==> config.mk <==
export PLATFORM = sky130hd
export DESIGN_NAME = radio_tuning_word_encoder
export DESIGN_NICKNAME = d
export VERILOG_FILES = /design/src/design/rtwe_pkg.sv /design/src/design/radio_tuning_word_encoder.sv /design/src/design/rtwe_front.sv /design/src/design/rtwe_queue.sv /design/src/design/rtwe_back.sv
export SDC_FILE = /design/constraint.sdc
export NUM_CORES = 2
export LEC_CHECK = 0
export ABC_AREA = 0
export CAP_MARGIN = 40
export CORE_UTILIZATION = 70
export DETAILED_ROUTE_END_ITERATION = 7
export DONT_BUFFER_PORTS = 1
export HOLD_SLACK_MARGIN = 0.06
export PLACE_DENSITY = 0.86
export SYNTH_ARGS = -nofsm -noshare
export SYNTH_HDL_FRONTEND = slang
export SYNTH_SLANG_ARGS = --single-unit
==> constraint.sdc <==
create_clock -name clock -period 17.1 [get_ports clock]
set_input_delay 1.71 -clock clock [delete_from_list [all_inputs] [get_ports clock]]
set_output_delay 1.71 -clock clock [all_outputs]
set_load 0.02 [all_outputs]
==> src/design/rtwe_pkg.sv <==
package rtwe_pkg;

   // rate table and register rom sizes
   localparam int RATE_COUNT     = 13;
   localparam int RATE_REG_COUNT = 16;
   localparam int RATE_W         = $clog2(RATE_COUNT);
   localparam int ROW_W          = $clog2(RATE_REG_COUNT);

   // command queue between front and back
   localparam int QUEUE_DEPTH = 4;
   localparam int QPTR_W      = $clog2(QUEUE_DEPTH);

   // operand carries a carrier offset (< 2^29), a prescaled spacing or a rate index
   localparam int OPND_W = 29;

   // setting kinds
   localparam logic [1:0] KIND_CARRIER = 2'd0;
   localparam logic [1:0] KIND_SPACING = 2'd1;
   localparam logic [1:0] KIND_RATE    = 2'd2;

   // result status codes
   localparam logic [1:0] ST_OK        = 2'd0;
   localparam logic [1:0] ST_BAD_VALUE = 2'd1;
   localparam logic [1:0] ST_BAD_ADDR  = 2'd2;

   // carrier and spacing limits in Hz
   localparam logic [31:0] FREQ_MIN    = 32'd240000000;
   localparam logic [31:0] FREQ_MAX    = 32'd930000000;
   localparam logic [31:0] FREQ_SPLIT  = 32'd480000000;
   localparam logic [31:0] SPACING_MAX = 32'd2550000;
   localparam logic [22:0] HOP_ROUND   = 23'd5000;

   // reciprocal constants: x / 625 = (x * RECIP_625) >> 39 for x < 2^29
   localparam int          RECIP_SHIFT = 39;
   localparam logic [29:0] RECIP_625   = 30'd879609303;
   // spacing: y / 625 = (y * RECIP_HOP) >> 28 for y < 2^18
   localparam int          HOP_SHIFT   = 28;
   localparam logic [29:0] RECIP_HOP   = 30'd429497;
   // band: z / 125 = (z * RECIP_125) >> 20 for z < 2^13
   localparam int          BAND_SHIFT  = 20;
   localparam logic [13:0] RECIP_125   = 14'd8389;

   localparam logic [9:0]  DIV_625     = 10'd625;
   localparam logic [9:0]  ROUND_HALF  = 10'd313;
   localparam logic [19:0] STEPS_LOW   = 20'd16000;
   localparam logic [19:0] STEPS_HIGH  = 20'd32000;
   localparam logic [6:0]  BAND_HIGH   = 7'h20;
   localparam logic [6:0]  BAND_SIDE   = 7'h40;

   typedef enum logic [2:0] {
      OP_CAR_LOW   = 3'd0,
      OP_CAR_HIGH  = 3'd1,
      OP_HOP       = 3'd2,
      OP_RATE      = 3'd3,
      OP_BAD_VALUE = 3'd4,
      OP_BAD_ADDR  = 3'd5
   } op_type;

   typedef struct packed {
      op_type              op;
      logic [OPND_W-1:0]   operand;
   } cmd_type;

   localparam logic [31:0] RATE_LIST [RATE_COUNT] = '{
      32'd500, 32'd1000, 32'd2000, 32'd4000, 32'd8000, 32'd9600, 32'd16000,
      32'd19200, 32'd24000, 32'd32000, 32'd64000, 32'd128000, 32'd192000
   };

   localparam logic [7:0] ROM_ADDR [RATE_REG_COUNT] = '{
      8'h1C, 8'h1D, 8'h1E, 8'h1F, 8'h20, 8'h21, 8'h22, 8'h23,
      8'h24, 8'h25, 8'h2A, 8'h6E, 8'h6F, 8'h70, 8'h71, 8'h72
   };

   localparam logic [7:0] ROM_DATA [RATE_REG_COUNT][RATE_COUNT] = '{
      '{8'h37,8'h37,8'h37,8'h37,8'h3A,8'h3B,8'h26,8'h28,8'h2E,8'h16,8'h07,8'h83,8'h8A},
      '{8'h44,8'h44,8'h44,8'h44,8'h44,8'h44,8'h44,8'h44,8'h44,8'h44,8'h44,8'h44,8'h44},
      '{8'h0A,8'h0A,8'h0A,8'h0A,8'h0A,8'h0A,8'h0A,8'h0A,8'h0A,8'h0A,8'h0A,8'h0A,8'h0A},
      '{8'h03,8'h03,8'h03,8'h03,8'h03,8'h03,8'h03,8'h03,8'h03,8'h03,8'h03,8'h03,8'h03},
      '{8'hE8,8'hF4,8'hFA,8'h70,8'h3F,8'h34,8'h3F,8'h34,8'h2A,8'h3F,8'h3F,8'h5E,8'h3F},
      '{8'h60,8'h20,8'h00,8'h01,8'h02,8'h02,8'h02,8'h02,8'h03,8'h02,8'h02,8'h01,8'h02},
      '{8'h20,8'h41,8'h83,8'h06,8'h0C,8'h75,8'h0C,8'h75,8'h12,8'h0C,8'h0C,8'h5D,8'h0C},
      '{8'hC5,8'h89,8'h12,8'h25,8'h4A,8'h25,8'h4A,8'h25,8'h6F,8'h4A,8'h4A,8'h86,8'h4A},
      '{8'h00,8'h00,8'h00,8'h02,8'h07,8'h07,8'h07,8'h07,8'h07,8'h07,8'h07,8'h05,8'h07},
      '{8'h0A,8'h23,8'h85,8'h0E,8'hFF,8'hFF,8'hFF,8'hFF,8'hFF,8'hFF,8'hFF,8'h74,8'hFF},
      '{8'h0E,8'h0E,8'h0E,8'h0E,8'h0E,8'h0D,8'h0D,8'h0E,8'h12,8'h17,8'h31,8'h50,8'h50},
      '{8'h04,8'h08,8'h10,8'h20,8'h41,8'h4E,8'h83,8'h9D,8'hC4,8'h08,8'h10,8'h20,8'h31},
      '{8'h19,8'h31,8'h62,8'hC5,8'h89,8'hA5,8'h12,8'h49,8'h9C,8'h31,8'h62,8'hC5,8'h27},
      '{8'h2D,8'h2D,8'h2D,8'h2D,8'h2D,8'h2D,8'h2D,8'h2D,8'h2D,8'h0D,8'h0D,8'h0D,8'h0D},
      '{8'h23,8'h23,8'h23,8'h23,8'h23,8'h23,8'h23,8'h23,8'h23,8'h23,8'h23,8'h23,8'h23},
      '{8'h06,8'h06,8'h06,8'h06,8'h06,8'h08,8'h0D,8'h0F,8'h13,8'h1A,8'h33,8'h66,8'h9A}
   };

endpackage

==> src/design/radio_tuning_word_encoder.sv <==
// back end path per req word: errors S_IDLE, S_EMIT; spacing S_IDLE, S_MUL, S_EMIT;
//   carrier S_IDLE, S_MUL, S_SPLIT, S_MULB, S_BAND, S_EMIT; air rate S_IDLE, S_RATE
//   (16 pairs, one per cycle unless stalled); one req word at a time in the sequencer
// a four deep command queue lets req words keep arriving while the back end works
// reset: synchronous, active high; clears the queue, the sequencer and rsp_valid
module radio_tuning_word_encoder
   import rtwe_pkg::*;
(
   input  logic        clock,
   input  logic        reset,
   input  logic        req_valid,
   output logic        req_stall,
   input  logic [1:0]  req_kind,
   input  logic [31:0] req_value,
   output logic        rsp_valid,
   input  logic        rsp_stall,
   output logic [1:0]  rsp_status,
   output logic [6:0]  rsp_band_select,
   output logic [15:0] rsp_carrier_word,
   output logic [7:0]  rsp_hop_step,
   output logic [7:0]  rsp_reg_addr,
   output logic [7:0]  rsp_reg_data,
   output logic        rsp_last
);

   // front to queue
   cmd_type push_cmd;
   logic    q_push;
   logic    q_full;

   // queue to back end
   cmd_type pop_cmd;
   logic    q_pop;
   logic    q_empty;

   // front: range checks, band choice, rate table search
   rtwe_front u_front (
      .req_valid (req_valid),
      .req_kind  (req_kind),
      .req_value (req_value),
      .req_stall (req_stall),
      .q_full    (q_full),
      .q_push    (q_push),
      .q_cmd     (push_cmd)
   );

   // short command queue decouples the two sides
   rtwe_queue u_queue (
      .clock    (clock),
      .reset    (reset),
      .push     (q_push),
      .push_cmd (push_cmd),
      .full     (q_full),
      .pop      (q_pop),
      .pop_cmd  (pop_cmd),
      .empty    (q_empty)
   );

   // back end: reciprocal divides, rounding, rom walk and the rsp register
   rtwe_back u_back (
      .clock            (clock),
      .reset            (reset),
      .q_empty          (q_empty),
      .q_cmd            (pop_cmd),
      .q_pop            (q_pop),
      .rsp_valid        (rsp_valid),
      .rsp_stall        (rsp_stall),
      .rsp_status       (rsp_status),
      .rsp_band_select  (rsp_band_select),
      .rsp_carrier_word (rsp_carrier_word),
      .rsp_hop_step     (rsp_hop_step),
      .rsp_reg_addr     (rsp_reg_addr),
      .rsp_reg_data     (rsp_reg_data),
      .rsp_last         (rsp_last)
   );

`ifndef SYNTHESIS
   // an error word is always the only word of its request
   a_err_last : assert property (@(posedge clock) disable iff (reset)
      rsp_valid && (rsp_status != ST_OK) |-> rsp_last)
      else $error("error word without last");

   // a band word only comes with success and the sideband bit
   a_band_ok : assert property (@(posedge clock) disable iff (reset)
      rsp_valid && (rsp_band_select != 7'd0) |->
      (rsp_status == ST_OK) && rsp_band_select[6])
      else $error("band select on a non carrier word");

   // rom pairs stream without gaps once the receiver takes them
   a_rate_stream : assert property (@(posedge clock) disable iff (reset)
      rsp_valid && !rsp_stall && !rsp_last |=> rsp_valid)
      else $error("gap inside a register pair burst");
`endif

endmodule

==> src/design/rtwe_front.sv <==
module rtwe_front
   import rtwe_pkg::*;
(
   input  logic        req_valid,
   input  logic [1:0]  req_kind,
   input  logic [31:0] req_value,
   output logic        req_stall,
   input  logic        q_full,
   output logic        q_push,
   output cmd_type     q_cmd
);

   logic [RATE_W-1:0] rate_sel;
   logic [22:0]       hop_sum;

   // first table rate at or above the request, else the last rate
   always_comb begin
      rate_sel = RATE_W'(RATE_COUNT - 1);
      for (int i = RATE_COUNT - 2; i >= 0; i--) begin
         if (RATE_LIST[i] >= req_value) begin
            rate_sel = RATE_W'(i);
         end
      end
   end

   assign hop_sum = {1'b0, req_value[21:0]} + HOP_ROUND;

   always_comb begin
      q_cmd.op      = OP_BAD_ADDR;
      q_cmd.operand = '0;
      unique case (req_kind)
         KIND_CARRIER: begin
            if (req_value < FREQ_MIN || req_value > FREQ_MAX) begin
               q_cmd.op = OP_BAD_VALUE;
            end else if (req_value > FREQ_SPLIT) begin
               q_cmd.op      = OP_CAR_HIGH;
               q_cmd.operand = OPND_W'(req_value - FREQ_SPLIT);
            end else begin
               q_cmd.op      = OP_CAR_LOW;
               q_cmd.operand = OPND_W'(req_value - FREQ_MIN);
            end
         end
         KIND_SPACING: begin
            if (req_value > SPACING_MAX) begin
               q_cmd.op = OP_BAD_VALUE;
            end else begin
               // divide by 16 here, the back end divides by 625
               q_cmd.op      = OP_HOP;
               q_cmd.operand = OPND_W'(hop_sum[22:4]);
            end
         end
         KIND_RATE: begin
            q_cmd.op      = OP_RATE;
            q_cmd.operand = OPND_W'(rate_sel);
         end
         default: begin
            q_cmd.op = OP_BAD_ADDR;
         end
      endcase
   end

   assign req_stall = q_full;
   assign q_push    = req_valid && !q_full;

endmodule

==> src/design/rtwe_queue.sv <==
module rtwe_queue
   import rtwe_pkg::*;
(
   input  logic    clock,
   input  logic    reset,
   input  logic    push,
   input  cmd_type push_cmd,
   output logic    full,
   input  logic    pop,
   output cmd_type pop_cmd,
   output logic    empty
);

   cmd_type             entry_ff [QUEUE_DEPTH];
   logic [QPTR_W-1:0]   wr_ptr_ff, wr_ptr_in;
   logic [QPTR_W-1:0]   rd_ptr_ff, rd_ptr_in;
   logic [QPTR_W:0]     count_ff, count_in;

   assign full    = (count_ff == (QPTR_W+1)'(QUEUE_DEPTH));
   assign empty   = (count_ff == '0);
   assign pop_cmd = entry_ff[rd_ptr_ff];

   always_comb begin
      wr_ptr_in = push ? wr_ptr_ff + 1'b1 : wr_ptr_ff;
      rd_ptr_in = pop  ? rd_ptr_ff + 1'b1 : rd_ptr_ff;
      count_in  = count_ff;
      if (push && !pop) begin
         count_in = count_ff + 1'b1;
      end else if (pop && !push) begin
         count_in = count_ff - 1'b1;
      end
   end

   always_ff @(posedge clock) begin
      if (reset) begin
         wr_ptr_ff <= '0;
         rd_ptr_ff <= '0;
         count_ff  <= '0;
      end else begin
         wr_ptr_ff <= wr_ptr_in;
         rd_ptr_ff <= rd_ptr_in;
         count_ff  <= count_in;
      end
   end

   always_ff @(posedge clock) begin
      if (push) begin
         entry_ff[wr_ptr_ff] <= push_cmd;
      end
   end

endmodule

==> src/design/rtwe_back.sv <==
module rtwe_back
   import rtwe_pkg::*;
(
   input  logic        clock,
   input  logic        reset,
   input  logic        q_empty,
   input  cmd_type     q_cmd,
   output logic        q_pop,
   output logic        rsp_valid,
   input  logic        rsp_stall,
   output logic [1:0]  rsp_status,
   output logic [6:0]  rsp_band_select,
   output logic [15:0] rsp_carrier_word,
   output logic [7:0]  rsp_hop_step,
   output logic [7:0]  rsp_reg_addr,
   output logic [7:0]  rsp_reg_data,
   output logic        rsp_last
);

   localparam int PROD_W = OPND_W + 30;

   typedef enum logic [6:0] {
      S_IDLE  = 7'b0000001,
      S_MUL   = 7'b0000010,
      S_SPLIT = 7'b0000100,
      S_MULB  = 7'b0001000,
      S_BAND  = 7'b0010000,
      S_EMIT  = 7'b0100000,
      S_RATE  = 7'b1000000
   } state_type;

   state_type          state_ff, state_in;
   cmd_type            cmd_ff, cmd_in;
   logic [ROW_W-1:0]   row_ff, row_in;
   logic [PROD_W-1:0]  prod_ff, prod_in;
   logic [19:0]        f_ff, f_in;
   logic [29:0]        fr_ff, fr_in;
   logic [26:0]        qp_ff, qp_in;
   logic [4:0]         band_ff, band_in;
   logic [19:0]        bm_ff, bm_in;
   logic               round_ff, round_in;

   logic               rsp_valid_ff, rsp_valid_in;
   logic [1:0]         rsp_status_ff, rsp_status_in;
   logic [6:0]         rsp_band_ff, rsp_band_in;
   logic [15:0]        rsp_carrier_ff, rsp_carrier_in;
   logic [7:0]         rsp_hop_ff, rsp_hop_in;
   logic [7:0]         rsp_addr_ff, rsp_addr_in;
   logic [7:0]         rsp_data_ff, rsp_data_in;
   logic               rsp_last_ff, rsp_last_in;

   logic               out_free;
   logic               high;
   logic [12:0]        band_num;
   logic [28:0]        rem;
   logic [19:0]        word_q;
   logic [RATE_W-1:0]  sel;

   assign out_free = !rsp_valid_ff || !rsp_stall;
   assign high     = (cmd_ff.op == OP_CAR_HIGH);
   assign band_num = high ? {1'b0, f_ff[19:8]} : f_ff[19:7];
   assign rem      = cmd_ff.operand - fr_ff[28:0];
   assign word_q   = f_ff - bm_ff + 20'(round_ff);
   assign sel      = cmd_ff.operand[RATE_W-1:0];
   assign q_pop    = (state_ff == S_IDLE) && !q_empty;

   // arithmetic datapath, one multiplier level per state
   always_comb begin
      prod_in  = PROD_W'(cmd_ff.operand) *
                 PROD_W'((cmd_ff.op == OP_HOP) ? RECIP_HOP : RECIP_625);
      f_in     = prod_ff[RECIP_SHIFT +: 20];
      fr_in    = 30'(f_ff) * 30'(DIV_625);
      qp_in    = 27'(band_num) * 27'(RECIP_125);
      band_in  = qp_ff[BAND_SHIFT +: 5];
      bm_in    = 20'(qp_ff[BAND_SHIFT +: 5]) * (high ? STEPS_HIGH : STEPS_LOW);
      round_in = (rem[9:0] >= ROUND_HALF);
   end

   always_comb begin
      state_in       = state_ff;
      cmd_in         = cmd_ff;
      row_in         = row_ff;
      rsp_valid_in   = rsp_valid_ff && rsp_stall;
      rsp_status_in  = rsp_status_ff;
      rsp_band_in    = rsp_band_ff;
      rsp_carrier_in = rsp_carrier_ff;
      rsp_hop_in     = rsp_hop_ff;
      rsp_addr_in    = rsp_addr_ff;
      rsp_data_in    = rsp_data_ff;
      rsp_last_in    = rsp_last_ff;
      unique case (state_ff)
         S_IDLE: begin
            if (!q_empty) begin
               cmd_in = q_cmd;
               row_in = '0;
               case (q_cmd.op) inside
                  OP_CAR_LOW, OP_CAR_HIGH, OP_HOP: state_in = S_MUL;
                  OP_RATE:                         state_in = S_RATE;
                  default:                         state_in = S_EMIT;
               endcase
            end
         end
         S_MUL: begin
            state_in = (cmd_ff.op == OP_HOP) ? S_EMIT : S_SPLIT;
         end
         S_SPLIT: state_in = S_MULB;
         S_MULB:  state_in = S_BAND;
         S_BAND:  state_in = S_EMIT;
         S_EMIT: begin
            if (out_free) begin
               rsp_valid_in   = 1'b1;
               rsp_status_in  = ST_OK;
               rsp_band_in    = '0;
               rsp_carrier_in = '0;
               rsp_hop_in     = '0;
               rsp_addr_in    = '0;
               rsp_data_in    = '0;
               rsp_last_in    = 1'b1;
               case (cmd_ff.op)
                  OP_CAR_LOW: begin
                     rsp_band_in    = BAND_SIDE | 7'(band_ff);
                     rsp_carrier_in = {word_q[13:0], 2'b00};
                  end
                  OP_CAR_HIGH: begin
                     rsp_band_in    = BAND_SIDE | BAND_HIGH | 7'(band_ff);
                     rsp_carrier_in = {word_q[14:0], 1'b0};
                  end
                  OP_HOP:       rsp_hop_in    = prod_ff[HOP_SHIFT +: 8];
                  OP_BAD_VALUE: rsp_status_in = ST_BAD_VALUE;
                  default:      rsp_status_in = ST_BAD_ADDR;
               endcase
               state_in = S_IDLE;
            end
         end
         S_RATE: begin
            if (out_free) begin
               rsp_valid_in   = 1'b1;
               rsp_status_in  = ST_OK;
               rsp_band_in    = '0;
               rsp_carrier_in = '0;
               rsp_hop_in     = '0;
               rsp_addr_in    = ROM_ADDR[row_ff];
               rsp_data_in    = ROM_DATA[row_ff][sel];
               rsp_last_in    = (row_ff == ROW_W'(RATE_REG_COUNT - 1));
               row_in         = row_ff + 1'b1;
               if (row_ff == ROW_W'(RATE_REG_COUNT - 1)) begin
                  state_in = S_IDLE;
               end
            end
         end
         default: state_in = S_IDLE;
      endcase
   end

   always_ff @(posedge clock) begin
      if (reset) begin
         state_ff     <= S_IDLE;
         rsp_valid_ff <= 1'b0;
      end else begin
         state_ff     <= state_in;
         rsp_valid_ff <= rsp_valid_in;
      end
   end

   always_ff @(posedge clock) begin
      cmd_ff         <= cmd_in;
      row_ff         <= row_in;
      prod_ff        <= prod_in;
      f_ff           <= f_in;
      fr_ff          <= fr_in;
      qp_ff          <= qp_in;
      band_ff        <= band_in;
      bm_ff          <= bm_in;
      round_ff       <= round_in;
      rsp_status_ff  <= rsp_status_in;
      rsp_band_ff    <= rsp_band_in;
      rsp_carrier_ff <= rsp_carrier_in;
      rsp_hop_ff     <= rsp_hop_in;
      rsp_addr_ff    <= rsp_addr_in;
      rsp_data_ff    <= rsp_data_in;
      rsp_last_ff    <= rsp_last_in;
   end

   assign rsp_valid        = rsp_valid_ff;
   assign rsp_status       = rsp_status_ff;
   assign rsp_band_select  = rsp_band_ff;
   assign rsp_carrier_word = rsp_carrier_ff;
   assign rsp_hop_step     = rsp_hop_ff;
   assign rsp_reg_addr     = rsp_addr_ff;
   assign rsp_reg_data     = rsp_data_ff;
   assign rsp_last         = rsp_last_ff;

endmodule

==> qor.yml <==
timing:
  worst_clock_skew_ns: 0.0210
  rsz0062_at_grt: "false"
  worst_pin_slew_ns: 0.958
  timing.final.crit_share_pct: 54.5
  max_slew_margin_pct: 36.1
  post-route-min-period_ns: 9.33
  setup_slack_ns: 7.77
  slew_violations: 0
  finalSetupViolCount: 0
  tns_ns: 0
  finalHoldViolCount: 0
  max_freq_ghz: 0.107
clock_tree:
  cts_sinks: 306
  htreeDepth: 2
  clk_transition_reported_paths_ns: 0.06
  cts_resized: 0
  holdBufCountCts: 0
  clk_path_buf_depth: 3
  cts_buffers: 34
  clock_latency_ns: 0.55
  cts_tree: "built"
  cts_setup_buffers: 0
  cts_root_buf: "clkbuf_16"
logic_synthesis:
  syn-instance-count: 3707
  synth.yosys.warnings: 0
  ys_types: 87
  syn-cell-area_mm2: 0.0378
  synth_seq_cells: 306
  synthFlopType: "edfxtp_1"
  synth_edf_count: 212
  syn_area_per_cell_um2: 10.2
  async_flop_share_pct: 0
  yosysSeqAreaShare_pct: 21.8
layout:
  n_antenna_cell: 0
  multi_input_area_mm2: 0.0261
  nFillCells: 3424
  drive_gt1_share_pct: 3.97
  nNetsFinal: 4770
  final_area_mm2: 0.0396
  layout_common_cells: "inv_1 (809), ha_1 (580), fa_1 (503)"
  mostFrequentLayoutCell: "inv_1"
  syn_to_final_growth_pct: 4.77
  seqCellArea_mm2: 0.00825
routing:
  dr.pass1.iters: 7
  drcViolationCount: 0
  drt-wirelength-per-cell_um: 21.9
  ant_nets: 0
  drt_iter0_drc: 3139
  vias_per_cell: 6.28
  drt_wl_total_mm: 95.6
  via_count: 27400
global_route:
  grt_use_total_pct: 36.0
  grt-ovfl-total: 0
  grt_pass1_wl_mm: 152
  use_met1_pct: 46.0
  grt_busiest_layer: "met2"
  grt_use_met3_pct: 7.01
  grt_pass1_vias: 28500
  antenna_found_initial: 1
  use_met2_pct: 59.9
  grt_max_degree: 84
outcome:
  outcome: "finished, final reports clean"
setup_path:
  cp.required_ns: 17.52
  cp-start-kind: "flip-flop"
  critical_path_class: "flip-flop to flip-flop"
  cp-end-kind: "flip-flop"
  r2r_slack_ns: 7.77
  arrival_ns: 9.75
  path_max_fanout: 39
placed_design:
  place_ws_ns: 7.97
  placed_cell_area_mm2: 0.0384
  port_buffers: 0
  globalplace.congestion: 1.08
  dp_hpwl_mm: 76.5
floorplan:
  pin_count: 90
  start_util_pct: 71.4
  rows: 84
  fp.dieH_um: 234
  die-area_mm2: 0.0550
  core_mm2: 0.0530
  die_w_um: 234
flow_run:
  drv_cap: 0
worst_hold_path:
  hp-class: "flip-flop to flip-flop"
[cell type report]
type / instances / area share, %
clock buffer: 42 / 2.43
clock inverter: 20 / 0.556
inverter: 812 / 7.69
multi-input combinational: 2472 / 65.8
sequential: 306 / 20.8
tap: 688 / 2.17
timing repair buffer: 23 / 0.493
[metal layers]
metal	vias up	part of all wire, %
met2	1644	47
met3	388	10
li1	12100	-
met4	2	5.1
met1	13300	37
met5	-	0.012
[synthesized netlist by cell type, drive strengths merged (5+ instances only)]
cell / instances / share of area (%)
inv: 809 / 8.0
a2111oi: 7 / 0.16
nand3: 40 / 0.53
a21o: 34 / 0.67
mux4: 34 / 2.0
o21ai: 118 / 1.6
mux2i: 17 / 0.45
o21a: 15 / 0.30
buf: 26 / 0.33
and2: 28 / 0.46
ha: 580 / 19
or4: 5 / 0.11
or2: 11 / 0.19
o211a: 5 / 0.13
a211o: 6 / 0.14
edfxtp: 212 / 17
xor2: 48 / 1.1
a221oi: 5 / 0.12
xnor2: 80 / 1.9
a311oi: 15 / 0.35
o22ai: 20 / 0.33
nor2b: 20 / 0.33
a31oi: 27 / 0.45
o31ai: 11 / 0.22
nand2b: 25 / 0.41
a211oi: 31 / 0.62
o211ai: 23 / 0.47
nor3: 32 / 0.42
nor3b: 12 / 0.25
or3: 17 / 0.31
dfxtp: 94 / 5.0
a21boi: 11 / 0.22
clkbuf: 94 / 0.93
nor2: 149 / 1.5
a22o: 6 / 0.14
nand2: 235 / 2.3
nor4: 15 / 0.26
nand4: 20 / 0.33
o21bai: 11 / 0.22
a21oi: 171 / 2.3
fa: 503 / 27
and3: 21 / 0.35
[sequential cells by signal, indices dropped and copies added (netlist names), 2 cells and up, named ones only]
register                 cells
u_back.prod_ff              28
u_back.rsp_hop_step          8
u_queue.entry_ff           128
u_back.bm_ff                 8
u_back.qp_ff                 5
u_back.rsp_reg_data          8
u_back.row_ff                4
u_back.rsp_reg_addr          7
u_back.state_ff              7
u_back.band_ff               5
u_back.rsp_carrier_word     15
u_back.cmd_ff               32
u_queue.wr_ptr_ff            2
u_queue.rd_ptr_ff            2
u_back.fr_ff                10
u_queue.count_ff             3
u_back.rsp_band_select       7
u_back.f_ff                 20
u_back.rsp_status            2
[stage by stage]
stage / hold WS, ns / std cells / util, %
after floorplan: 0.310 / 3710 / -
after global placement: 0.310 / 4298 / 72.5
after detailed placement: 0.312 / 4301 / 72.6
after CTS: 0.319 / 4363 / 74.8
after global routing: 0.326 / 4363 / 74.8
final: 0.317 / 4363 / 74.8
[path summary, 6_finish.rpt]
path                                     from                          to  cells after the start
hold reg to reg    u_back.prod_ff[56]$_DFF_P_     u_back.f_ff[17]$_DFF_P_                      0
hold / removal     u_back.prod_ff[56]$_DFF_P_     u_back.f_ff[17]$_DFF_P_                      0
setup / recovery  u_back.cmd_ff[29]$_DFFE_PP_  u_back.prod_ff[50]$_DFF_P_                     25
setup reg to reg  u_back.cmd_ff[29]$_DFFE_PP_  u_back.prod_ff[50]$_DFF_P_                     25
[cells by family (layout without fill, tap and decap cells)]
| kind of cell | count (synthesis) | in the layout | share of synthesized area [%] |
|---|---|---|---|
| AO/OA/AOI/OAI | 554 | 554 | 9.30 |
| other | 2 | 5 | 0.0199 |
| multiplexers | 53 | 53 | 2.53 |
| adder cells (fa/ha/maj) | 1083 | 1083 | 45.8 |
| AND/OR/NAND/NOR | 649 | 649 | 8.23 |
| buffers and inverters | 932 | 897 | 9.33 |
| flip-flops | 306 | 306 | 21.8 |
| XOR/XNOR | 128 | 128 | 2.96 |
[critical path: stages, from the launching register on]
cell,delay [ns]
edfxtp_1,0.55
or3b_2,0.61
buf_12,0.22
nand2_1,0.19
inv_1,0.23
fa_1,0.53
fa_1,0.47
fa_1,0.56
inv_1,0.06
fa_1,0.55
fa_1,0.44
fa_1,0.49
inv_1,0.05
fa_1,0.62
inv_1,0.08
fa_1,0.50
inv_1,0.04
ha_1,0.36
nand4_1,0.13
nor3_1,0.51
nand3_1,0.28
a2111oi_0,0.65
nor4_2,0.25
o21ai_0,0.48
a21oi_1,0.16
xnor2_1,0.16
Power is not shown: default switching activity piles up to over one toggle a cycle in this logic, so the estimate is an artifact.
